$ cat config.mk
export PLATFORM = sky130hd
export DESIGN_NAME = sorted_oneshot_timer_queue_flat
export DESIGN_NICKNAME = d
export VERILOG_FILES = /design/src/rtl/sotq_pkg.sv /design/src/rtl/sotq_req_if.sv /design/src/rtl/sotq_rsp_if.sv /design/src/rtl/sotq_ram.sv /design/src/rtl/sorted_oneshot_timer_queue.sv /design/src/flat_wrapper.sv
export SDC_FILE = /design/constraint.sdc
export NUM_CORES = 2
export LEC_CHECK = 0
export ABC_AREA = 1
export ABC_CLOCK_PERIOD_IN_PS = 17590
export BUFFER_PORTS_ARGS = -buffer_cell sky130_fd_sc_hd__buf_2
export CORE_MARGIN = 1.5
export CORE_UTILIZATION = 50
export DETAILED_ROUTE_END_ITERATION = 12
export PLACE_DENSITY = 0.76
export SYNTH_ARGS = -nofsm -noshare
export SYNTH_HDL_FRONTEND = slang
export SYNTH_SLANG_ARGS = --single-unit
$ cat constraint.sdc
create_clock -name clk -period 17.59 [get_ports clk]
set_input_delay 2.6385 -clock clk [delete_from_list [all_inputs] [get_ports clk]]
set_output_delay 2.6385 -clock clk [all_outputs]
set_load 0.01 [all_outputs]
$ cat src/rtl/sotq_pkg.sv
// Shared constants, codes and the wraparound time compare for the timer queue.
package sotq_pkg;

  localparam int NUM_TIMERS = 16;
  localparam int SLOT_W     = 4;
  localparam int CNT_W      = $clog2(NUM_TIMERS + 1);
  localparam int TIME_W     = 64;
  localparam int DELAY_W    = 32;
  localparam int KIND_W     = 3;
  localparam int OP_W       = 2;

  localparam logic [TIME_W-1:0] HALF_RANGE = {1'b0, {(TIME_W-1){1'b1}}};

  typedef enum logic [OP_W-1:0] {
    OP_START  = 2'd0,
    OP_CANCEL = 2'd1,
    OP_EXPIRE = 2'd2
  } op_t;

  typedef enum logic [KIND_W-1:0] {
    K_ARMED      = 3'd0,
    K_ARMED_HEAD = 3'd1,
    K_CANCELLED  = 3'd2,
    K_NOT_ARMED  = 3'd3,
    K_EXPIRED    = 3'd4,
    K_RESTART    = 3'd5,
    K_EMPTY      = 3'd6,
    K_FAULT      = 3'd7
  } kind_t;

  // True when a lies before b on the wrapping 64-bit time line.
  function automatic logic earlier(input logic [TIME_W-1:0] a, input logic [TIME_W-1:0] b);
    logic [TIME_W-1:0] ba;
    logic [TIME_W-1:0] ab;
    begin
      ba = b - a;
      ab = a - b;
      earlier = ((a < b) && (ba < HALF_RANGE)) || ((a > b) && (ab > HALF_RANGE));
    end
  endfunction

endpackage

$ cat src/rtl/sotq_req_if.sv
// Request channel: one timer operation word.
interface sotq_req_if import sotq_pkg::*; ();
  logic                valid;
  logic                ready;
  logic [OP_W-1:0]     operation;
  logic [SLOT_W-1:0]   timer_id;
  logic [DELAY_W-1:0]  delay_ms;
  logic [TIME_W-1:0]   now_ms;

  modport source (output valid, operation, timer_id, delay_ms, now_ms, input ready);
  modport sink   (input valid, operation, timer_id, delay_ms, now_ms, output ready);
endinterface

$ cat src/rtl/sotq_rsp_if.sv
// Response channel: one result word per reported event.
interface sotq_rsp_if import sotq_pkg::*; ();
  logic                valid;
  logic                ready;
  logic [KIND_W-1:0]   kind;
  logic [SLOT_W-1:0]   slot;
  logic [DELAY_W-1:0]  restart_delay;
  logic                last;

  modport source (output valid, kind, slot, restart_delay, last, input ready);
  modport sink   (input valid, kind, slot, restart_delay, last, output ready);
endinterface

$ cat src/rtl/sotq_ram.sv
// Generic single-write, single-read RAM with registered read data.
module sotq_ram #(
  parameter int WIDTH = 8,
  parameter int DEPTH = 16
) (
  input  logic                     clk,
  input  logic                     we,
  input  logic [$clog2(DEPTH)-1:0] waddr,
  input  logic [WIDTH-1:0]         wdata,
  input  logic [$clog2(DEPTH)-1:0] raddr,
  output logic [WIDTH-1:0]         rdata
);
  logic [WIDTH-1:0] mem [DEPTH];

  always_ff @(posedge clk) begin
    if (we) begin
      mem[waddr] <= wdata;
    end
    rdata <= mem[raddr];
  end
endmodule

$ cat src/rtl/sorted_oneshot_timer_queue.sv
// Sorted one-shot timer queue: linked list of timers held in two RAMs.
// Fault, not armed and a start on an empty list are answered straight away; a start that
// becomes the new head skips the walk, other starts and cancels away from the head walk the
// list; an expire gives one word per timer that is due, then restart, fault or list empty.
// One operation at a time: the next is accepted in the cycle after its last word is loaded, and
// a stall delays the load. Sync reset clears armed bits, head and count, not the RAMs.
module sorted_oneshot_timer_queue import sotq_pkg::*; (
  input  logic       clk,
  input  logic       rst,
  sotq_req_if.sink   req,
  sotq_rsp_if.source rsp
);

  typedef enum logic [3:0] {
    S_IDLE, S_ST_HEAD, S_ST_RN, S_ST_RL, S_ST_CMP, S_ST_LINK1, S_ST_LINK2,
    S_CN_HEAD, S_CN_RN, S_CN_RL, S_CN_RID, S_CN_DONE, S_EX_HEAD, S_EX_CMP, S_EMIT
  } state_t;

  state_t                state;
  logic [NUM_TIMERS-1:0] armed;
  logic [SLOT_W-1:0]     head_slot;
  logic [CNT_W-1:0]      list_count;
  logic [SLOT_W-1:0]     id_r;
  logic [SLOT_W-1:0]     cur;
  logic [SLOT_W-1:0]     nxt;
  logic [CNT_W-1:0]      steps;
  logic [TIME_W-1:0]     wake_new;
  logic [TIME_W-1:0]     now_r;
  logic [TIME_W-1:0]     now_plus1;
  logic [DELAY_W-1:0]    delay_r;

  kind_t                 res_kind;
  logic [SLOT_W-1:0]     res_slot;
  logic [DELAY_W-1:0]    res_delay;
  logic                  res_last;

  logic                  rsp_valid;
  kind_t                 rsp_kind;
  logic [SLOT_W-1:0]     rsp_slot;
  logic [DELAY_W-1:0]    rsp_delay;
  logic                  rsp_last;

  logic                  wt_we;
  logic [SLOT_W-1:0]     wt_waddr;
  logic [TIME_W-1:0]     wt_wdata;
  logic [SLOT_W-1:0]     wt_raddr;
  logic [TIME_W-1:0]     wt_rdata;
  logic                  nl_we;
  logic [SLOT_W-1:0]     nl_waddr;
  logic [SLOT_W-1:0]     nl_wdata;
  logic [SLOT_W-1:0]     nl_raddr;
  logic [SLOT_W-1:0]     nl_rdata;

  logic                  accept;
  logic                  can_emit;
  logic                  id_bad;
  logic                  start_ok;
  logic [TIME_W-1:0]     gap;
  logic [CNT_W-1:0]      count_dec;

  assign accept    = req.valid && req.ready;
  assign req.ready = (state == S_IDLE);
  assign can_emit  = !rsp_valid || rsp.ready;
  assign id_bad    = ({1'b0, req.timer_id} >= (SLOT_W + 1)'(NUM_TIMERS));
  assign start_ok  = (req.operation == OP_START) && !id_bad && !armed[req.timer_id];
  assign gap       = wt_rdata - now_r;
  assign count_dec = (list_count != '0) ? list_count - 1'b1 : list_count;

  sotq_ram #(.WIDTH(TIME_W), .DEPTH(NUM_TIMERS)) u_wake_ram (
    .clk   (clk),
    .we    (wt_we),
    .waddr (wt_waddr),
    .wdata (wt_wdata),
    .raddr (wt_raddr),
    .rdata (wt_rdata)
  );

  sotq_ram #(.WIDTH(SLOT_W), .DEPTH(NUM_TIMERS)) u_link_ram (
    .clk   (clk),
    .we    (nl_we),
    .waddr (nl_waddr),
    .wdata (nl_wdata),
    .raddr (nl_raddr),
    .rdata (nl_rdata)
  );

  // RAM access for each step of the list walks.
  always_comb begin
    wt_we    = 1'b0;
    wt_waddr = req.timer_id;
    wt_wdata = req.now_ms + TIME_W'(req.delay_ms);
    wt_raddr = head_slot;
    nl_we    = 1'b0;
    nl_waddr = id_r;
    nl_wdata = head_slot;
    nl_raddr = cur;
    unique case (state)
      S_IDLE: begin
        if (accept && req.operation == OP_START && !id_bad && !armed[req.timer_id]) begin
          wt_we = 1'b1;
          if (list_count == '0) begin
            nl_we    = 1'b1;
            nl_waddr = req.timer_id;
          end
        end
        if (accept && req.operation == OP_CANCEL) begin
          nl_raddr = req.timer_id;
        end
      end
      S_ST_HEAD: begin
        nl_we = earlier(wake_new, wt_rdata);
      end
      S_ST_RL: begin
        wt_raddr = nl_rdata;
      end
      S_ST_LINK1: begin
        nl_we    = 1'b1;
        nl_wdata = nxt;
      end
      S_ST_LINK2: begin
        nl_we    = 1'b1;
        nl_waddr = cur;
        nl_wdata = id_r;
      end
      S_CN_RL: begin
        nl_raddr = id_r;
      end
      S_CN_RID: begin
        nl_we    = 1'b1;
        nl_waddr = cur;
        nl_wdata = nl_rdata;
      end
      S_EX_HEAD: begin
        nl_raddr = head_slot;
      end
      default: begin
      end
    endcase
  end

  always_ff @(posedge clk) begin
    if (rst) begin
      state      <= S_IDLE;
      armed      <= '0;
      head_slot  <= '0;
      list_count <= '0;
      rsp_valid  <= 1'b0;
    end else begin
      if (state == S_EMIT && can_emit) begin
        rsp_valid <= 1'b1;
      end else if (rsp.ready) begin
        rsp_valid <= 1'b0;
      end
      unique case (state)
        S_IDLE: begin
          if (accept) begin
            id_r      <= req.timer_id;
            delay_r   <= req.delay_ms;
            now_r     <= req.now_ms;
            now_plus1 <= req.now_ms + TIME_W'(1);
            wake_new  <= req.now_ms + TIME_W'(req.delay_ms);
            cur       <= head_slot;
            steps     <= CNT_W'(1);
            res_slot  <= req.timer_id;
            res_delay <= (start_ok && list_count == '0) ? req.delay_ms : '0;
            res_last  <= 1'b1;
            unique case (req.operation)
              OP_START: begin
                if (id_bad || armed[req.timer_id]) begin
                  res_kind <= K_FAULT;
                  state    <= S_EMIT;
                end else begin
                  armed[req.timer_id] <= 1'b1;
                  if (list_count == '0) begin
                    head_slot  <= req.timer_id;
                    list_count <= list_count + 1'b1;
                    res_kind   <= K_ARMED_HEAD;
                    state      <= S_EMIT;
                  end else begin
                    state <= S_ST_HEAD;
                  end
                end
              end
              OP_CANCEL: begin
                if (id_bad || !armed[req.timer_id]) begin
                  res_kind <= K_NOT_ARMED;
                  state    <= S_EMIT;
                end else begin
                  armed[req.timer_id] <= 1'b0;
                  if (head_slot == req.timer_id) begin
                    state <= S_CN_HEAD;
                  end else if (list_count > CNT_W'(1)) begin
                    state <= S_CN_RN;
                  end else begin
                    state <= S_CN_DONE;
                  end
                end
              end
              OP_EXPIRE: begin
                state <= S_EX_HEAD;
              end
              default: begin
                // The unused operation code is dropped without a response.
              end
            endcase
          end
        end
        S_ST_HEAD: begin
          if (earlier(wake_new, wt_rdata)) begin
            head_slot  <= id_r;
            list_count <= list_count + 1'b1;
            res_kind   <= K_ARMED_HEAD;
            res_delay  <= delay_r;
            state      <= S_EMIT;
          end else begin
            state <= S_ST_RN;
          end
        end
        S_ST_RN: begin
          state <= S_ST_RL;
        end
        S_ST_RL: begin
          nxt   <= nl_rdata;
          state <= (steps < list_count) ? S_ST_CMP : S_ST_LINK1;
        end
        S_ST_CMP: begin
          // Equal wake times keep arrival order: insert only before a later entry.
          if (earlier(wake_new, wt_rdata)) begin
            state <= S_ST_LINK1;
          end else begin
            cur   <= nxt;
            steps <= steps + 1'b1;
            state <= S_ST_RN;
          end
        end
        S_ST_LINK1: begin
          state <= S_ST_LINK2;
        end
        S_ST_LINK2: begin
          list_count <= list_count + 1'b1;
          res_kind   <= K_ARMED;
          state      <= S_EMIT;
        end
        S_CN_HEAD: begin
          head_slot <= nl_rdata;
          state     <= S_CN_DONE;
        end
        S_CN_RN: begin
          state <= S_CN_RL;
        end
        S_CN_RL: begin
          if (nl_rdata == id_r) begin
            state <= S_CN_RID;
          end else begin
            cur   <= nl_rdata;
            steps <= steps + 1'b1;
            state <= ((steps + 1'b1) < list_count) ? S_CN_RN : S_CN_DONE;
          end
        end
        S_CN_RID: begin
          state <= S_CN_DONE;
        end
        S_CN_DONE: begin
          list_count <= count_dec;
          if (count_dec == '0) begin
            head_slot <= '0;
          end
          res_kind <= K_CANCELLED;
          state    <= S_EMIT;
        end
        S_EX_HEAD: begin
          if (list_count == '0) begin
            head_slot <= '0;
            res_kind  <= K_EMPTY;
            res_slot  <= '0;
            res_delay <= '0;
            res_last  <= 1'b1;
            state     <= S_EMIT;
          end else begin
            state <= S_EX_CMP;
          end
        end
        S_EX_CMP: begin
          res_slot <= head_slot;
          if (earlier(wt_rdata, now_plus1)) begin
            armed[head_slot] <= 1'b0;
            head_slot        <= nl_rdata;
            list_count       <= list_count - 1'b1;
            res_kind         <= K_EXPIRED;
            res_delay        <= '0;
            res_last         <= 1'b0;
          end else if (gap[TIME_W-1:DELAY_W] != '0) begin
            res_kind  <= K_FAULT;
            res_delay <= '0;
            res_last  <= 1'b1;
          end else begin
            res_kind  <= K_RESTART;
            res_delay <= gap[DELAY_W-1:0];
            res_last  <= 1'b1;
          end
          state <= S_EMIT;
        end
        S_EMIT: begin
          if (can_emit) begin
            rsp_kind  <= res_kind;
            rsp_slot  <= res_slot;
            rsp_delay <= res_delay;
            rsp_last  <= res_last;
            state     <= res_last ? S_IDLE : S_EX_HEAD;
          end
        end
        default: begin
          state <= S_IDLE;
        end
      endcase
    end
  end

  assign rsp.valid         = rsp_valid;
  assign rsp.kind          = rsp_kind;
  assign rsp.slot          = rsp_slot;
  assign rsp.restart_delay = rsp_delay;
  assign rsp.last          = rsp_last;

  // Between operations every armed timer is on the list and nothing else is.
  a_count_matches_armed: assert property (@(posedge clk) disable iff (rst)
    (state == S_IDLE) |-> ($countones(armed) == int'(list_count)))
    else $error("list count differs from number of armed timers");

  // An empty list always leaves the head pointer at slot zero.
  a_empty_head_zero: assert property (@(posedge clk) disable iff (rst)
    (state == S_IDLE && list_count == '0) |-> (head_slot == '0))
    else $error("head slot not cleared on empty list");

  // Every valid operation keeps the block busy until its response is queued.
  a_op_goes_busy: assert property (@(posedge clk) disable iff (rst)
    (accept && (req.operation == OP_START || req.operation == OP_CANCEL ||
                req.operation == OP_EXPIRE)) |=> (state != S_IDLE))
    else $error("operation accepted without entering a busy state");

  // A response is only loaded when the output register is free.
  a_no_overwrite: assert property (@(posedge clk) disable iff (rst)
    (state == S_EMIT && rsp_valid && !rsp.ready) |=> (state == S_EMIT))
    else $error("response left the emit state while output was stalled");

endmodule

$ cat src/flat_wrapper.sv
// flat-port wrapper written by rule: the top's interface ports become plain ports
module sorted_oneshot_timer_queue_flat import sotq_pkg::*;
  (clk, rst, req_valid, req_operation, req_timer_id, req_delay_ms, req_now_ms, req_ready, rsp_valid, rsp_kind, rsp_slot, rsp_restart_delay, rsp_last, rsp_ready);
  sotq_req_if req_i ();
  sotq_rsp_if rsp_i ();
  input  logic clk;
  input  logic rst;
  input wire logic [$bits(req_i.valid)-1:0] req_valid;
  input wire logic [$bits(req_i.operation)-1:0] req_operation;
  input wire logic [$bits(req_i.timer_id)-1:0] req_timer_id;
  input wire logic [$bits(req_i.delay_ms)-1:0] req_delay_ms;
  input wire logic [$bits(req_i.now_ms)-1:0] req_now_ms;
  output wire logic [$bits(req_i.ready)-1:0] req_ready;
  output wire logic [$bits(rsp_i.valid)-1:0] rsp_valid;
  output wire logic [$bits(rsp_i.kind)-1:0] rsp_kind;
  output wire logic [$bits(rsp_i.slot)-1:0] rsp_slot;
  output wire logic [$bits(rsp_i.restart_delay)-1:0] rsp_restart_delay;
  output wire logic [$bits(rsp_i.last)-1:0] rsp_last;
  input wire logic [$bits(rsp_i.ready)-1:0] rsp_ready;
  assign req_i.valid = req_valid;
  assign req_i.operation = req_operation;
  assign req_i.timer_id = req_timer_id;
  assign req_i.delay_ms = req_delay_ms;
  assign req_i.now_ms = req_now_ms;
  assign req_ready = req_i.ready;
  assign rsp_valid = rsp_i.valid;
  assign rsp_kind = rsp_i.kind;
  assign rsp_slot = rsp_i.slot;
  assign rsp_restart_delay = rsp_i.restart_delay;
  assign rsp_last = rsp_i.last;
  assign rsp_i.ready = rsp_ready;
  sorted_oneshot_timer_queue u_core (.clk(clk), .rst(rst), .req(req_i), .rsp(rsp_i));
endmodule
==> flow_metrics.env <==
export IMPL_cp_data_arrival_time_ps=7110
export IMPL_min_period_ps=6620
export IMPL_dr_first_iter_drc_count=9405
export IMPL_ys_ff_latch=1507
export IMPL_grt_pass1_wl_mm=434
export IMPL_synthDistinctLibCells=66
export IMPL_status="completed"
export IMPL_place_ws_ps=10230
export IMPL_yosys_area_top_type_share_pct=51.0
export IMPL_synth_flop_cell="edfxtp_1"
export IMPL_crit_type="primary input to flip-flop"
export IMPL_syn_nets=9784
export IMPL_max_vdd_ir_drop_mv=0.138
export IMPL_clk_pin_slew_ps=60
export IMPL_p_leak_uw=0.0376
export IMPL_cts_resized=0
export IMPL_wl_per_cell_microns=25.7
export IMPL_synth_warnings=0
export IMPL_slew_headroom_pct=10.6
export IMPL_dieWidth_microns=410
export IMPL_initial_utilization_pct=50.3
export IMPL_routed_wl_mm=303
export IMPL_dr_pass1_iters=7
export IMPL_p_int_uw=8280
export IMPL_cp_max_fo=17
export IMPL_nets=9916
export IMPL_htree_levels=4
export IMPL_synth_seq_area_share_pct=53.4
export IMPL_dieArea_sq_um=168000
export IMPL_area_growth_pct=10.7
export IMPL_post_cts_setup_buffers=0
export IMPL_final_cell_mix="nand2_1 (1949), edfxtp_1 (1409), inv_1 (1372), nor2_1 (1178), o21ai_0 (683)"
export IMPL_hold_viol=0
export IMPL_yosys_area_top_type="edfxtp_1"
export IMPL_numCtsBuffers=156
export IMPL_r2r_slack_ps=11400
export IMPL_rsz0062_at_grt="false"
export IMPL_synth_edff_count=1409
export IMPL_tritoncts="built"
export IMPL_root_buffer="clkbuf_16"
export IMPL_grt_pass1_vias=64360
export IMPL_crit_chain="buf_2, ha_1, inv_1, fa_1, o21ai_2, a21oi_1, o21ai_2, a21boi_0, o21ai_0, a21boi_1, o21bai_1, a21oi_2, nor2_1, nand2_1, nor2_1, xor2_1"
export IMPL_finalCritPeriodShare_pct=37.6
export IMPL_finalMaxSlewViolations=0
export IMPL_vias_per_cell=5.88
export IMPL_vias=69210
export IMPL_min_path_type="flip-flop to flip-flop"
export IMPL_worstPathRequired_ps=18080
export IMPL_holdBufCountCts=0
export IMPL_critPathLaunchType="primary input"
export IMPL_synthArstFlopShare_pct=0
export IMPL_power_density_nw_per_um2=167
export IMPL_grtUsageTotal_pct=35.3
export IMPL_slowest_delay_ps=870
export IMPL_die_y_microns=410
export IMPL_worst_path_buf_inv=2
export IMPL_synthTopCellsByArea="edfxtp_1 (51%), nand2_1 (8.8%), inv_1 (6.2%)"
export IMPL_syn_area_sq_um=82900
export IMPL_tns_ps=0
export IMPL_switching_share_pct=46.0
export IMPL_clock_skew_ps=70.1
export IMPL_clkPwrFrac_pct=22.6
export IMPL_layout_drive_gt1_share_pct=6.49
export IMPL_ant_nets=0
export IMPL_clock_latency_ps=860
export IMPL_cp_top_family="compound AO/OA/AOI/OAI gates"
export IMPL_synth_avg_cell_area_sq_um=8.91
export IMPL_combinationalPowerShare_pct=46.2
export IMPL_switchingPower_uw=7050
export IMPL_p_seq_share_pct=31.2
export IMPL_setup_ws_ps=10970
export IMPL_synthCells=9305
export IMPL_max_cap_violations=0
export IMPL_core_area_sq_um=165000
export IMPL_grt_overflow=0
export IMPL_antenna_found_initial=11
export IMPL_worstMarginPinSlew_ps=1340
export IMPL_final_common_cell="nand2_1"
export IMPL_io_pins=148
export IMPL_cp_slowest_cell="xor2_1"
export IMPL_crit_path_end_kind="flip-flop"
export IMPL_max_freq_mhz=151
export IMPL_setup_viol=0
export IMPL_drcViolationCount=0
export IMPL_io_buffers=147
export IMPL_clock_sinks=1507
export IMPL_place_congestion=1.06
export IMPL_rows=149
export IMPL_hpwl_mm=219
export IMPL_ctsLongestPathBuffers=3
export IMPL_grt_start_max_net_pins=237
-- cell type report --
cell class                 instances  area [sq um]
fill                           14681         73000
sequential                      1507         44300
multi-input combinational       6139         32600
inverter                        1393          5250
clock buffer                     209          4250
tap                             2189          2740
timing repair buffer             240          1480
clock inverter                    83          1140
antenna                           11          27.5
-- stage by stage --
step | std cells | power (uW) | utilization [%] | instance area [sq um] | hold slack, ps
detailed placement | 11468 | 11700 | 52.4 | 86400 | 406
CTS | 11760 | 15200 | 55.7 | 91700 | 421
global route | 11760 | 16100 | 55.7 | 91700 | 425
finish | 11771 | 15300 | 55.7 | 91800 | 419
floorplan | 9305 | 9240 | - | 82900 | 400
global placement | 11468 | 11600 | 52.4 | 86400 | 400
-- power groups by stage --
| stage | registers (uW) | clock network, uW | logic, uW |
|---|---|---|---|
| global placement | 4840 | 0 | 6800 |
| global route | 4770 | 3620 | 7720 |
| floorplan | 4590 | 0 | 4650 |
| detailed placement | 4840 | 0 | 6870 |
| CTS | 4770 | 3490 | 6910 |
| finish | 4780 | 3460 | 7090 |
-- metal layers --
layer  up-vias  global-route usage, %  part of all wire (%)  routed length (microns)
li1      31714                      -                     -                        -
met1     33111                   48.3                    41                   124000
met2      3738                   55.5                    45                   137000
met3       645                   5.45                   8.9                    26900
met4         2                   15.5                   4.9                    14700
met5         -                      0                0.0040                       12
-- registers in the layout (all words and copies together) (netlist names), 32 cells and up, named ones only --
signal                    cells
u_core.u_wake_ram.rdata      64
u_core.res_delay             32
u_core.delay_r               32
u_core.u_link_ram.mem        64
u_core.now_plus1             64
u_core.u_wake_ram.mem      1024
u_core.wake_new              64
u_core.now_r                 64
u_core.rsp.restart_delay     32
-- cell usage after synthesis, drive strengths merged, types with 6 or more instances --
master	n
dfxtp	98
ha	367
a21oi	422
buf	27
xor2	147
a31oi	22
fa	6
o211ai	117
xnor2	48
o21a	14
nand4	92
clkbuf	239
inv	1390
o22ai	100
nor4	28
o21bai	28
nor2	1226
nand3	441
edfxtp	1409
a22oi	17
nor3	110
a21boi	8
o21ai	714
nand3b	27
nand2	1968
o221ai	189
o2111ai	7
a21o	8
-- worst reg2reg max path, cell delays in order (launching register included) --
cell      delay, ps
dfxtp_1         440
nand2_1         160
nor2_1          430
nand2_1         180
o21ai_4          80
buf_4           380
buf_12          650
buf_4          1040
buf_4           960
buf_4           940
o21ai_0         290
o221ai_1        330
nand3_1         140
nand2_1         100
-- worst paths after layout --
check	from	endpoint	cells past startpoint
hold / removal	u_core.res_delay[8]	u_core.rsp.restart_delay[8]	0
hold reg to reg	u_core.res_delay[8]	u_core.rsp.restart_delay[8]	0
setup / recovery	req_delay_ms[0]	u_core.u_wake_ram.mem[5][52]	16
setup reg to reg	u_core.state[1]	u_core.u_wake_ram.rdata[15]	13
-- cells by family (layout without fill, tap and decap cells) --
group | after synthesis | count (layout) | synth area share (%)
compound gates | 1663 | 1663 | 11.8
xor+xnor | 195 | 195 | 2.06
fa+ha+maj | 373 | 373 | 5.68
buf+inv | 1659 | 1925 | 7.61
flops | 1507 | 1507 | 53.4
other cells | 0 | 11 | 0
simple gates | 3908 | 3908 | 19.4
(Power assumes the default switching activity.)
